[src/rtl/core/smoc_pkg.sv]
`default_nettype none

package smoc_pkg;

    localparam int RING_DEPTH    = 50;
    localparam int HISTORY_DEPTH = 10;
    localparam int CODE_BITS     = 12;

    localparam int SAMPLE_W  = 10;
    localparam int VAL_W     = 11;
    localparam int PERIOD_W  = 8;
    localparam int CFG_IDX_W = 2;
    localparam int CFG_W     = 11;
    localparam int GAIN_W    = 14;
    localparam int FRAC_BITS = 12;
    localparam int VAL_MAX   = 2047;

    localparam logic [GAIN_W-1:0] GAIN_CURR_SCALE = 14'd6212;
    localparam logic [GAIN_W-1:0] GAIN_VOLT_SCALE = 14'd5867;
    localparam logic [GAIN_W-1:0] GAIN_I_NORMAL   = 14'd9970;
    localparam logic [GAIN_W-1:0] GAIN_V_NORMAL   = 14'd7520;
    localparam logic [GAIN_W-1:0] GAIN_I_PROTECT  = 14'd9421;
    localparam logic [GAIN_W-1:0] GAIN_V_PROTECT  = 14'd8192;

    localparam logic [VAL_W-1:0] VOLT_OFFSET = 11'd10;
    localparam logic [VAL_W-1:0] CURR_OFFSET = 11'd70;

    localparam logic [VAL_W-1:0]    THRESHOLD_RESET = 11'd1080;
    localparam logic [PERIOD_W-1:0] DAC_PERIOD_RESET = 8'd30;
    localparam logic [PERIOD_W-1:0] CHECK_PERIOD_RESET = 8'd200;

    localparam logic [CFG_IDX_W-1:0] REG_CURRENT_THRESHOLD = 2'd0;
    localparam logic [CFG_IDX_W-1:0] REG_DAC_PERIOD        = 2'd1;
    localparam logic [CFG_IDX_W-1:0] REG_CHECK_PERIOD      = 2'd2;

    localparam logic CH_CURR = 1'b0;
    localparam logic CH_VOLT = 1'b1;

    localparam int CODE_MAX = (1 << CODE_BITS) - 1;
    localparam logic [CODE_BITS-1:0] CODE_RESET = CODE_BITS'(500);

    // ring averaging: exact divide by a constant through a rounded-up reciprocal
    localparam int SLOT_W      = $clog2(RING_DEPTH);
    localparam int SUM_W       = $clog2(RING_DEPTH * VAL_MAX + 1);
    localparam int AVG_SHIFT   = SUM_W + $clog2(RING_DEPTH);
    localparam longint AVG_RECIP =
        ((longint'(1) << AVG_SHIFT) + RING_DEPTH - 1) / RING_DEPTH;
    localparam int AVG_RECIP_W = $clog2(AVG_RECIP + 1);
    localparam int AVG_PROD_W  = SUM_W + AVG_RECIP_W;

    // history mean
    localparam int HSLOT_W   = $clog2(HISTORY_DEPTH);
    localparam int HSUM_W    = $clog2(HISTORY_DEPTH * VAL_MAX + 1);
    localparam int H_SHIFT   = HSUM_W + $clog2(HISTORY_DEPTH);
    localparam longint H_RECIP =
        ((longint'(1) << H_SHIFT) + HISTORY_DEPTH - 1) / HISTORY_DEPTH;
    localparam int H_RECIP_W = $clog2(H_RECIP + 1);
    localparam int H_PROD_W  = HSUM_W + H_RECIP_W;

    localparam int SCALE_W = SAMPLE_W + GAIN_W;
    localparam int PROD_W  = VAL_W + GAIN_W;
    localparam int MIX_W   = PROD_W + 1;

endpackage

`default_nettype wire

[src/rtl/core/supply_monitor_overcurrent_ctrl_core.sv]
// Supply monitor with overcurrent protection.
// Input channel (in_valid/in_ready, sample): one converter sample per item.
// Items alternate between voltage and current; the first item after reset
// is a voltage sample. Each item is scaled into its channel's ring, the
// channel averages are updated, the overcurrent history is checked every
// check_period items and the control code goes out every dac_period items.
// Output channel (out_valid/out_ready): exactly one result item per input.
// One item is taken per cycle while the output is not stalled, through the
// seven-stage pipeline (ring update, average, history, mode, products,
// saturation, result).
// Each ring lives in a single-port-write memory whose read data is
// registered ahead of use; strict channel alternation keeps that read
// fresh for back-to-back items.
// When out_ready is low with a result waiting, the whole pipeline holds and
// in_ready drops; nothing is lost or repeated.
// Configuration (cfg_valid/cfg_ready, cfg_index, cfg_data) is always ready
// and is meant to be written while the block is idle.
// Reset (rst_n low) empties the pipeline and restores configuration, state
// and averages to their start values; rings read as zero until filled.
`default_nettype none

module supply_monitor_overcurrent_ctrl_core
    import smoc_pkg::*;
(
    input  wire logic                 clk,
    input  wire logic                 rst_n,
    input  wire logic                 in_valid,
    output logic                      in_ready,
    input  wire logic [SAMPLE_W-1:0]  sample,
    output logic                      out_valid,
    input  wire logic                 out_ready,
    output logic                      dac_load,
    output logic [CODE_BITS-1:0]      dac_code,
    output logic [VAL_W-1:0]          volt_readout,
    output logic [VAL_W-1:0]          curr_readout,
    output logic                      overcurrent,
    output logic                      check_done,
    input  wire logic                 cfg_valid,
    output logic                      cfg_ready,
    input  wire logic [CFG_IDX_W-1:0] cfg_index,
    input  wire logic [CFG_W-1:0]     cfg_data
);

    // configuration
    logic [VAL_W-1:0]    threshold_reg;
    logic [PERIOD_W-1:0] dac_period_reg;
    logic [PERIOD_W-1:0] check_period_reg;

    // control state
    logic                phase_reg;
    logic [PERIOD_W-1:0] check_ticks_reg;
    logic [PERIOD_W-1:0] dac_ticks_reg;
    logic [SLOT_W-1:0]   volt_slot_reg;
    logic [SLOT_W-1:0]   curr_slot_reg;
    logic                volt_full_reg;
    logic                curr_full_reg;
    logic [SUM_W-1:0]    volt_sum_reg;
    logic [SUM_W-1:0]    curr_sum_reg;
    logic [VAL_W-1:0]    vavg_reg;
    logic [VAL_W-1:0]    cavg_reg;
    logic [VAL_W-1:0]    last_curr_avg_reg;
    logic [VAL_W-1:0]    history_reg [HISTORY_DEPTH];
    logic [HSLOT_W-1:0]  hist_slot_reg;
    logic [HSUM_W-1:0]   hsum_reg;
    logic                protect_mode_reg;
    logic [CODE_BITS-1:0] last_code_reg;

    // pipeline valid bits
    logic s1_valid_reg, s2_valid_reg, s3_valid_reg, s4_valid_reg;
    logic s5_valid_reg, s6_valid_reg, out_valid_reg;

    // pipeline payload
    logic [SAMPLE_W-1:0] s1_sample_reg;
    logic                s1_chan_reg, s2_chan_reg;
    logic                s1_chk_reg, s2_chk_reg, s3_chk_reg, s4_chk_reg;
    logic                s5_chk_reg, s6_chk_reg;
    logic                s1_load_reg, s2_load_reg, s3_load_reg, s4_load_reg;
    logic                s5_load_reg, s6_load_reg;
    logic [VAL_W-1:0]    s4_vavg_reg, s4_cavg_reg, s5_vavg_reg, s5_cavg_reg;
    logic [VAL_W-1:0]    s6_vavg_reg, s6_cavg_reg;
    logic                s5_mode_reg, s6_mode_reg;
    logic [PROD_W-1:0]   s6_prod_i_reg, s6_prod_v_reg;

    // result register
    logic                 dac_load_reg;
    logic [CODE_BITS-1:0] dac_code_reg;
    logic [VAL_W-1:0]     volt_readout_reg;
    logic [VAL_W-1:0]     curr_readout_reg;
    logic                 overcurrent_reg;
    logic                 check_done_reg;

    // ring memories
    logic [VAL_W-1:0] volt_ring_mem [RING_DEPTH];
    logic [VAL_W-1:0] curr_ring_mem [RING_DEPTH];
    logic [VAL_W-1:0] volt_rd_reg;
    logic [VAL_W-1:0] curr_rd_reg;

    logic adv;
    logic in_fire;

    assign adv       = !out_valid_reg || out_ready;
    assign in_ready  = adv;
    assign in_fire   = in_valid && adv;
    assign cfg_ready = 1'b1;

    // tick counters at accept
    logic [PERIOD_W-1:0] check_ticks_inc, dac_ticks_inc;
    logic                check_hit, dac_hit;

    assign check_ticks_inc = check_ticks_reg + PERIOD_W'(1);
    assign dac_ticks_inc   = dac_ticks_reg + PERIOD_W'(1);
    assign check_hit       = check_ticks_inc >= check_period_reg;
    assign dac_hit         = dac_ticks_inc >= dac_period_reg;

    // stage 1: scale and ring update
    logic [SCALE_W-1:0] scale_prod;
    logic [VAL_W-1:0]   scaled;
    logic [VAL_W-1:0]   volt_old, curr_old;
    logic               s1_fire;
    logic               volt_we, curr_we;
    logic [SLOT_W-1:0]  volt_slot_next, curr_slot_next;
    logic               volt_wrap, curr_wrap;

    assign s1_fire    = adv && s1_valid_reg;
    assign scale_prod = SCALE_W'(s1_sample_reg) *
                        SCALE_W'((s1_chan_reg == CH_VOLT) ? GAIN_VOLT_SCALE
                                                           : GAIN_CURR_SCALE);
    assign scaled     = scale_prod[FRAC_BITS +: VAL_W];
    assign volt_old   = volt_full_reg ? volt_rd_reg : '0;
    assign curr_old   = curr_full_reg ? curr_rd_reg : '0;
    assign volt_we    = s1_fire && (s1_chan_reg == CH_VOLT);
    assign curr_we    = s1_fire && (s1_chan_reg == CH_CURR);
    assign volt_wrap  = volt_slot_reg == SLOT_W'(RING_DEPTH - 1);
    assign curr_wrap  = curr_slot_reg == SLOT_W'(RING_DEPTH - 1);
    assign volt_slot_next = volt_wrap ? '0 : volt_slot_reg + SLOT_W'(1);
    assign curr_slot_next = curr_wrap ? '0 : curr_slot_reg + SLOT_W'(1);

    always_ff @(posedge clk)
    begin
        if (volt_we)
        begin
            volt_ring_mem[volt_slot_reg] <= scaled;
        end
        volt_rd_reg <= volt_ring_mem[volt_slot_reg];
    end

    always_ff @(posedge clk)
    begin
        if (curr_we)
        begin
            curr_ring_mem[curr_slot_reg] <= scaled;
        end
        curr_rd_reg <= curr_ring_mem[curr_slot_reg];
    end

    // stage 2: average of the updated channel
    logic [SUM_W-1:0]      avg_sum_sel;
    logic [AVG_PROD_W-1:0] avg_prod, avg_quo;
    logic [VAL_W-1:0]      avg_new;

    assign avg_sum_sel = (s2_chan_reg == CH_VOLT) ? volt_sum_reg : curr_sum_reg;
    assign avg_prod    = AVG_PROD_W'(avg_sum_sel) * AVG_PROD_W'(AVG_RECIP);
    assign avg_quo     = avg_prod >> AVG_SHIFT;
    assign avg_new     = (avg_quo > AVG_PROD_W'(VAL_MAX)) ? VAL_W'(VAL_MAX)
                                                          : avg_quo[VAL_W-1:0];

    // stage 3: history update
    logic [HSLOT_W-1:0] hist_slot_next;
    logic [HSUM_W-1:0]  hsum_next;

    assign hist_slot_next = (hist_slot_reg == HSLOT_W'(HISTORY_DEPTH - 1))
                            ? '0 : hist_slot_reg + HSLOT_W'(1);
    assign hsum_next = hsum_reg - HSUM_W'(history_reg[hist_slot_reg])
                       + HSUM_W'(last_curr_avg_reg);

    // stage 4: history mean against threshold
    logic [H_PROD_W-1:0] h_prod, h_mean;
    logic                mode_next;

    assign h_prod    = H_PROD_W'(hsum_reg) * H_PROD_W'(H_RECIP);
    assign h_mean    = h_prod >> H_SHIFT;
    assign mode_next = s4_chk_reg ? (h_mean >= H_PROD_W'(threshold_reg))
                                  : protect_mode_reg;

    // stage 5: control mix products
    logic [PROD_W-1:0] prod_i, prod_v;

    assign prod_i = PROD_W'(s5_cavg_reg) *
                    PROD_W'(s5_mode_reg ? GAIN_I_PROTECT : GAIN_I_NORMAL);
    assign prod_v = PROD_W'(s5_vavg_reg) *
                    PROD_W'(s5_mode_reg ? GAIN_V_PROTECT : GAIN_V_NORMAL);

    // stage 6: code saturation and displays
    logic [MIX_W-1:0]     mix, mix_q;
    logic [CODE_BITS-1:0] code_new;
    logic [VAL_W:0]       vdisp_wide;
    logic [VAL_W-1:0]     vdisp, cdisp;

    assign mix   = {1'b0, s6_prod_i_reg} - {1'b0, s6_prod_v_reg};
    assign mix_q = mix >> FRAC_BITS;

    always_comb
    begin
        if (mix[MIX_W-1] || (mix == '0))
        begin
            code_new = '0;
        end
        else if (mix_q > MIX_W'(CODE_MAX))
        begin
            code_new = CODE_BITS'(CODE_MAX);
        end
        else
        begin
            code_new = mix_q[CODE_BITS-1:0];
        end
    end

    assign vdisp_wide = {1'b0, s6_vavg_reg} + {1'b0, VOLT_OFFSET};

    always_comb
    begin
        if (s6_mode_reg)
        begin
            vdisp = (vdisp_wide > (VAL_W + 1)'(VAL_MAX)) ? VAL_W'(VAL_MAX)
                                                         : vdisp_wide[VAL_W-1:0];
            cdisp = (s6_cavg_reg > CURR_OFFSET) ? s6_cavg_reg - CURR_OFFSET : '0;
        end
        else
        begin
            vdisp = s6_vavg_reg;
            cdisp = s6_cavg_reg;
        end
    end

    // control and state registers
    always_ff @(posedge clk or negedge rst_n)
    begin
        if (!rst_n)
        begin
            threshold_reg     <= THRESHOLD_RESET;
            dac_period_reg    <= DAC_PERIOD_RESET;
            check_period_reg  <= CHECK_PERIOD_RESET;
            phase_reg         <= 1'b0;
            check_ticks_reg   <= '0;
            dac_ticks_reg     <= '0;
            volt_slot_reg     <= '0;
            curr_slot_reg     <= '0;
            volt_full_reg     <= 1'b0;
            curr_full_reg     <= 1'b0;
            volt_sum_reg      <= '0;
            curr_sum_reg      <= '0;
            vavg_reg          <= '0;
            cavg_reg          <= '0;
            last_curr_avg_reg <= '0;
            for (int i = 0; i < HISTORY_DEPTH; i++)
            begin
                history_reg[i] <= '0;
            end
            hist_slot_reg     <= '0;
            hsum_reg          <= '0;
            protect_mode_reg  <= 1'b0;
            last_code_reg     <= CODE_RESET;
            s1_valid_reg      <= 1'b0;
            s2_valid_reg      <= 1'b0;
            s3_valid_reg      <= 1'b0;
            s4_valid_reg      <= 1'b0;
            s5_valid_reg      <= 1'b0;
            s6_valid_reg      <= 1'b0;
            out_valid_reg     <= 1'b0;
        end
        else
        begin
            if (cfg_valid)
            begin
                case (cfg_index)
                    REG_CURRENT_THRESHOLD: threshold_reg    <= cfg_data[VAL_W-1:0];
                    REG_DAC_PERIOD:        dac_period_reg   <= cfg_data[PERIOD_W-1:0];
                    REG_CHECK_PERIOD:      check_period_reg <= cfg_data[PERIOD_W-1:0];
                    default:               ;
                endcase
            end

            if (in_fire)
            begin
                phase_reg       <= ~phase_reg;
                check_ticks_reg <= check_hit ? '0 : check_ticks_inc;
                dac_ticks_reg   <= dac_hit ? '0 : dac_ticks_inc;
            end

            if (volt_we)
            begin
                volt_sum_reg  <= volt_sum_reg - SUM_W'(volt_old) + SUM_W'(scaled);
                volt_slot_reg <= volt_slot_next;
                if (volt_wrap)
                begin
                    volt_full_reg <= 1'b1;
                end
            end

            if (curr_we)
            begin
                curr_sum_reg  <= curr_sum_reg - SUM_W'(curr_old) + SUM_W'(scaled);
                curr_slot_reg <= curr_slot_next;
                if (curr_wrap)
                begin
                    curr_full_reg <= 1'b1;
                end
            end

            if (adv && s2_valid_reg)
            begin
                if (s2_chan_reg == CH_VOLT)
                begin
                    vavg_reg <= avg_new;
                end
                else
                begin
                    cavg_reg <= avg_new;
                end
            end

            if (adv && s3_valid_reg)
            begin
                last_curr_avg_reg <= cavg_reg;
                if (s3_chk_reg)
                begin
                    history_reg[hist_slot_reg] <= last_curr_avg_reg;
                    hist_slot_reg              <= hist_slot_next;
                    hsum_reg                   <= hsum_next;
                end
            end

            if (adv && s4_valid_reg)
            begin
                protect_mode_reg <= mode_next;
            end

            if (adv && s6_valid_reg)
            begin
                last_code_reg <= code_new;
            end

            if (adv)
            begin
                s1_valid_reg  <= in_valid;
                s2_valid_reg  <= s1_valid_reg;
                s3_valid_reg  <= s2_valid_reg;
                s4_valid_reg  <= s3_valid_reg;
                s5_valid_reg  <= s4_valid_reg;
                s6_valid_reg  <= s5_valid_reg;
                out_valid_reg <= s6_valid_reg;
            end
        end
    end

    // pipeline payload
    always_ff @(posedge clk)
    begin
        if (adv)
        begin
            s1_sample_reg <= sample;
            s1_chan_reg   <= ~phase_reg;
            s1_chk_reg    <= check_hit;
            s1_load_reg   <= dac_hit;

            s2_chan_reg   <= s1_chan_reg;
            s2_chk_reg    <= s1_chk_reg;
            s2_load_reg   <= s1_load_reg;

            s3_chk_reg    <= s2_chk_reg;
            s3_load_reg   <= s2_load_reg;

            s4_chk_reg    <= s3_chk_reg;
            s4_load_reg   <= s3_load_reg;
            s4_vavg_reg   <= vavg_reg;
            s4_cavg_reg   <= cavg_reg;

            s5_chk_reg    <= s4_chk_reg;
            s5_load_reg   <= s4_load_reg;
            s5_vavg_reg   <= s4_vavg_reg;
            s5_cavg_reg   <= s4_cavg_reg;
            s5_mode_reg   <= mode_next;

            s6_chk_reg    <= s5_chk_reg;
            s6_load_reg   <= s5_load_reg;
            s6_vavg_reg   <= s5_vavg_reg;
            s6_cavg_reg   <= s5_cavg_reg;
            s6_mode_reg   <= s5_mode_reg;
            s6_prod_i_reg <= prod_i;
            s6_prod_v_reg <= prod_v;

            dac_load_reg     <= s6_load_reg;
            dac_code_reg     <= s6_load_reg ? last_code_reg : '0;
            volt_readout_reg <= vdisp;
            curr_readout_reg <= cdisp;
            overcurrent_reg  <= s6_mode_reg;
            check_done_reg   <= s6_chk_reg;
        end
    end

    assign out_valid    = out_valid_reg;
    assign dac_load     = dac_load_reg;
    assign dac_code     = dac_code_reg;
    assign volt_readout = volt_readout_reg;
    assign curr_readout = curr_readout_reg;
    assign overcurrent  = overcurrent_reg;
    assign check_done   = check_done_reg;

    // adjacent ring stages always carry opposite channels
    a_chan_alternate: assert property (@(posedge clk) disable iff (!rst_n)
        s1_valid_reg && s2_valid_reg |-> s1_chan_reg != s2_chan_reg)
        else $error("adjacent items on the same channel");

    // mode only moves on a check
    a_mode_on_check: assert property (@(posedge clk) disable iff (!rst_n)
        !$stable(protect_mode_reg) |-> $past(adv && s4_valid_reg && s4_chk_reg))
        else $error("protect mode changed without a check");

    // no code leaves without a load
    a_code_gated: assert property (@(posedge clk) disable iff (!rst_n)
        out_valid && !dac_load |-> dac_code == '0)
        else $error("dac code without load");

    a_slots_in_range: assert property (@(posedge clk) disable iff (!rst_n)
        (volt_slot_reg < SLOT_W'(RING_DEPTH)) && (curr_slot_reg < SLOT_W'(RING_DEPTH))
        && (hist_slot_reg < HSLOT_W'(HISTORY_DEPTH)))
        else $error("slot out of range");

    // overcurrent display keeps its voltage offset
    a_volt_offset: assert property (@(posedge clk) disable iff (!rst_n)
        out_valid && overcurrent |-> volt_readout >= VOLT_OFFSET)
        else $error("overcurrent voltage display below offset");

endmodule

`default_nettype wire
[config.mk]
export PLATFORM = sky130hd
export DESIGN_NAME = supply_monitor_overcurrent_ctrl_core
export DESIGN_NICKNAME = d
export VERILOG_FILES = /design/src/rtl/core/smoc_pkg.sv /design/src/rtl/core/supply_monitor_overcurrent_ctrl_core.sv
export SDC_FILE = /design/constraint.sdc
export NUM_CORES = 2
export LEC_CHECK = 0
export BUFFER_PORTS_ARGS = -buffer_cell sky130_fd_sc_hd__clkbuf_2
export CORE_MARGIN = 4
export CORE_UTILIZATION = 64
export DETAILED_ROUTE_END_ITERATION = 8
export GPL_ROUTABILITY_DRIVEN = 0
export HOLD_SLACK_MARGIN = 0.1
export MAX_ROUTING_LAYER = met4
export PLACE_DENSITY = 0.86
export SETUP_SLACK_MARGIN = 0.15
export SLEW_MARGIN = 5
export SYNTH_ARGS = -nofsm -noshare
export SYNTH_HDL_FRONTEND = slang
export SYNTH_SLANG_ARGS = --single-unit
[constraint.sdc]
create_clock -name clk -period 15 [get_ports clk]
set_input_delay 3.75 -clock clk [delete_from_list [all_inputs] [get_ports clk]]
set_output_delay 3.75 -clock clk [all_outputs]
set_load 0.1 [all_outputs]
Word level (Yosys, flattened, before mapping)
Memory sizes are Yosys's and may differ from the RTL's. A register that Yosys moved wholly into a read port is not among the register bits.
Index checks and enable logic that the tools add are counted.
W data, S select, Z words.

operators by class
  $add $sub $neg = 14
  multiply operators = 5
  reduce and logical (&&, ||, !) cells = 22
  muxes and demuxes = 29
  equal/unequal tests = 5
  order comparisons = 9
  bitwise logic cells = 4

operator list
  kind                      count
  $bwmux W110               1
  $mux W11                  10
  $mul A11 B14 Y25          2
  $bmux W11 S4              1
  $demux W11 S4             1
  $mux W12                  3
  $mul A17 B18 Y35 const B  1
  $add A17 B11 Y17          2
  $sub A17 B11 Y17          2
  $mul A15 B16 Y31 const B  1
  $logic_not A26 Y1         1
  $sub A25 B25 Y26          1
  $gt A12 B11 Y1 const B    2
  $mul A10 B13 Y23          1
  $mux W17                  1
  $add A8 B1 Y8 const B     2
  $ge A8 B8 Y1              2
  $mux W8                   2
  $reduce_and A2 Y1         8
  $add A15 B11 Y15          1
  $sub A15 B11 Y15          1
  $gt A14 B12 Y1 const B    1
  $mux W14                  1
  $add A11 B4 Y12 const B   1
  21 further kinds          39

storage, ports and cells
  word-level logic and storage cells = 157
  memories = 2
  register bits after elaboration = 453
  RAM bits = 1,100
  output and inout bits = 40

memory list
  name           depth  bits a word  read ports  clocked after Yosys merged registers in  wr ports  RTL line                                    RTL
  curr_ring_mem  50     11           1           1                                        1         supply_monitor_overcurrent_ctrl_core.sv:94  logic [VAL_W-1:0] curr_ring_mem [RING_DEPTH];
  volt_ring_mem  50     11           1           1                                        1         supply_monitor_overcurrent_ctrl_core.sv:93  logic [VAL_W-1:0] volt_ring_mem [RING_DEPTH];

Logic depth before layout (Yosys ltp)
  word-level depth = 6
  depth in mapped cells = 35

Least setup slack after synthesis
No wires, ideal clock.

  path kind = input to output
  start = in out_ready
  end = out in_ready
  data required time = 11.250 ns
  arrival = 9.840 ns
  stages on the path = 4
  slack = 1.410 ns
  path through = nor2b_1 > inv_1 > clkbuf_1 > clkbuf_1

between the ends
  cells in the longest elaborated chain, start to end = 1

RTL lines
  item                RTL line                                     RTL
  start, declared     supply_monitor_overcurrent_ctrl_core.sv:31   input wire logic out_ready,
  $logic_or A1 B1 Y1  supply_monitor_overcurrent_ctrl_core.sv:101  assign adv = !out_valid_reg || out_ready;
  end, declared       supply_monitor_overcurrent_ctrl_core.sv:28   output logic in_ready,

Every way passes these cells.

Worst setup path in the final report
Same ends and word-level chain as after synthesis.

==> results.md <==
* EDFF count, synth at 1,269
* Tmin final at 9.08 ns
* Iteration count of the initial detailed-routing pass at 8
* Area leader, netlist: edfxtp_1
* Syn. warnings at 0
* Clock buffer depth at 3
* Hold Buf Count CTS at 0
* FFs w/ async S/R, synth at 0.175
* Critical path origin: out_ready
* Final worst setup slack at between 5 and 6 ns
* Htree depth at 4
* Setup CP Type: in2out
* First-pass GRT wire length at 290 mm
* Num rows at 129
* RR Endpoint: volt_sum_reg[16]
* Drt total wl at around 190 mm
* HP Start: s4_vavg_reg[10]
* Simple-gate portion of the synthesized area at 0.0549
* CTS Buf Count at 149
* # fillers at around 7,500
* 1st-iter DRT viols at slightly below 6,000
* Worst-path cell chain: clkbuf_2 -> nor2b_1 -> inv_8 -> clkbuf_2
* Std-Cell Core Area at ~0.12 mm^2
* Post-Layout Cell Count at 7,793
* Multi-input logic area at about 0.031 mm^2
* Avg Inst Size Synth at 13.4 um^2
* Antenna violations before repair at 4
* Most used DFF post-synth: edfxtp_1
* Adder-cell share of the synthesized area at 0.180
* Detailed-route via count at 50,100
* Critical path capture point type: output pin
* Post-Place Cells at 7,509
* Largest net degree at the start of global routing at approximately 160
* Slew HR at 0.0833
* Final setup violation count at 0
* CTS tree: done
* Vias in the first global route at 52,200
* Area fraction of the dominant cell type after synthesis at 0.476
* Synth unique cells at 79
* Total GRT Usage at 0.294
* Post-DP HPWL at 115 mm
* Worst path max stage delay at 0.57 ns
* Reg2reg path depth at 32
* Largest family of logic cells by synthesized area: adder cells
* Die ar. at 0.131 mm^2
* Unrepaired setup endpoints after global routing: no
* Critical path buffer and inverter count at 3
* Cell repeated most along the worst path: clkbuf_2
* Final hold violations at 0
* Proportion of synthesized area in mux cells at 0.0290
* Count leader, synth: edfxtp_1
* Register area share after synthesis at 0.568
* Setup TNS at 0 ns
* Nets at 6,987
* Synth area leaders: edfxtp_1 48%, fa_1 9.1%, ha_1 9.0%
* Die Span Y at 362 um
* Clk Latency, worst-skew pair at 0.80 ns
* Synthesized area at between 0.07 and 0.08 mm^2
* Port Buffers at between 60 and 70
* Worst Setup EP: in_ready
* Layout cells sized above 1 at 0.0977
* #FFs+latches synth at about 1,600
* R2R setup slack at between 6 and 7 ns
* Sequential cell area at 0.0454 mm^2
* Least-Margin Pin Slew at 1.37 ns
* Post_cts resized at 0
* DP Worst Slack at roughly 6 ns
* Startpoint Class: input port
* Worst flop-to-flop path startpoint: s1_chan_reg
* Worst path slowest cell: nor2b_1
* Synth Area in XOR/XNOR at 0.0150
* Vias per std cell at 6.43
* CTS sink cnt at ~1,600
* Clock slew at reported path FFs at 0.07 ns
* Post-Synthesis Cells at 5,957
* I/O pin cnt at 68
* Worst path top cell family by delay: buffers and inverters
* Gr ovfl total at 0
* Post-route clock period utilization at 0.605
* WL/cell at approximately 24 um
* Post-detailed-route count of antenna-violating nets at 0
* Stages on the worst setup path at 4
* Root cell of the clock tree: clkbuf_16
* Worst endpoint required time at 11.25 ns
* Compound-cell area share of the yosys netlist at 0.105
* Run status: complete, no violations
* P&R area growth vs syn at 8.89%
* Layout Skew at 0.0489 ns
* Post-route DRC at 0
* Fin. max-slew vios at 0
* Worst min path class: reg2reg
* Crit path max fanout at 68
* Fmax at 0.110 GHz
* Die W at 362 um
* Commonest cells in the netlist: 1,269 x edfxtp_1, 777 x inv_1, 573 x ha_1, 371 x a22oi_1, 363 x fa_1
* Max cap viols at 0
* Worst EP arrival at 5.33 ns
* Initial Utilization at 0.645
* Number of setup buffers added after CTS at 0
-- stage by stage --
step	utilization	hold WS, ns	instance area (um^2)
6_report	0.703	0.409	87100
3_3_place_gp	0.663	0.401	82200
3_5_place_dp	0.663	0.405	82200
5_1_grt	0.703	0.422	87100
4_1_cts	0.702	0.419	87100
2_1_floorplan	-	0.400	80000
-- layout make-up --
type,instances,area share
clock buffers,197,0.0467
repair buffers,143,0.0107
clock inverters,82,0.00944
inverters,777,0.0336
flip-flops and latches,1565,0.522
well taps,1637,0.0235
diodes,5,0.000144
multi-input cells,3387,0.354
-- cell usage in the layout (no fill, tap or decap), types with 76 or more instances in the layout --
master,Yosys,layout
a21oi_1,149,149
inv_1,777,767
o21ai_0,205,205
mux2_2,125,125
fa_1,363,363
dfrtp_1,257,257
ha_1,573,573
nor2_1,234,229
a221oi_1,92,92
a22o_1,86,86
a22oi_1,371,371
nand2_1,269,269
edfxtp_1,1269,1269
xnor2_1,89,88
buf_4,1,76
clkbuf_16,0,151
-- kinds of logic (layout without fill, tap and decap cells) --
| logic type | after synthesis | after routing |
|---|---|---|
| flip-flops | 1565 | 1565 |
| AO/OA/AOI/OAI | 1196 | 1196 |
| buffers and inverters | 1015 | 1199 |
| adder cells (fa/ha/maj) | 936 | 936 |
| AND/OR/NAND/NOR | 919 | 919 |
| multiplexers | 188 | 188 |
| XOR/XNOR | 136 | 136 |
| other | 2 | 17 |
-- worst min-delay path by stage --
stage | to | cells after the start
after floorplan | check_done | 0
after global placement | s3_chk_reg | 0
after detailed placement | s5_cavg_reg[4] | 0
after CTS | s5_vavg_reg[10] | 0
after global routing | s5_vavg_reg[5] | 0
final | s5_vavg_reg[10] | 0
-- routing by layer --
| metal | global-route usage | wire (um) | vias up |
|---|---|---|---|
| met5 | - | 0 | - |
| met4 | 0.125 | 8480 | 0 |
| met3 | 0.0581 | 18200 | 668 |
| met2 | 0.484 | 92700 | 3003 |
| met1 | 0.360 | 67600 | 24700 |
| li1 | - | - | 21700 |
Power is left out: the tool's default activity adds up to more than one toggle a clock period on the data nets, which glitch-free logic cannot reach.
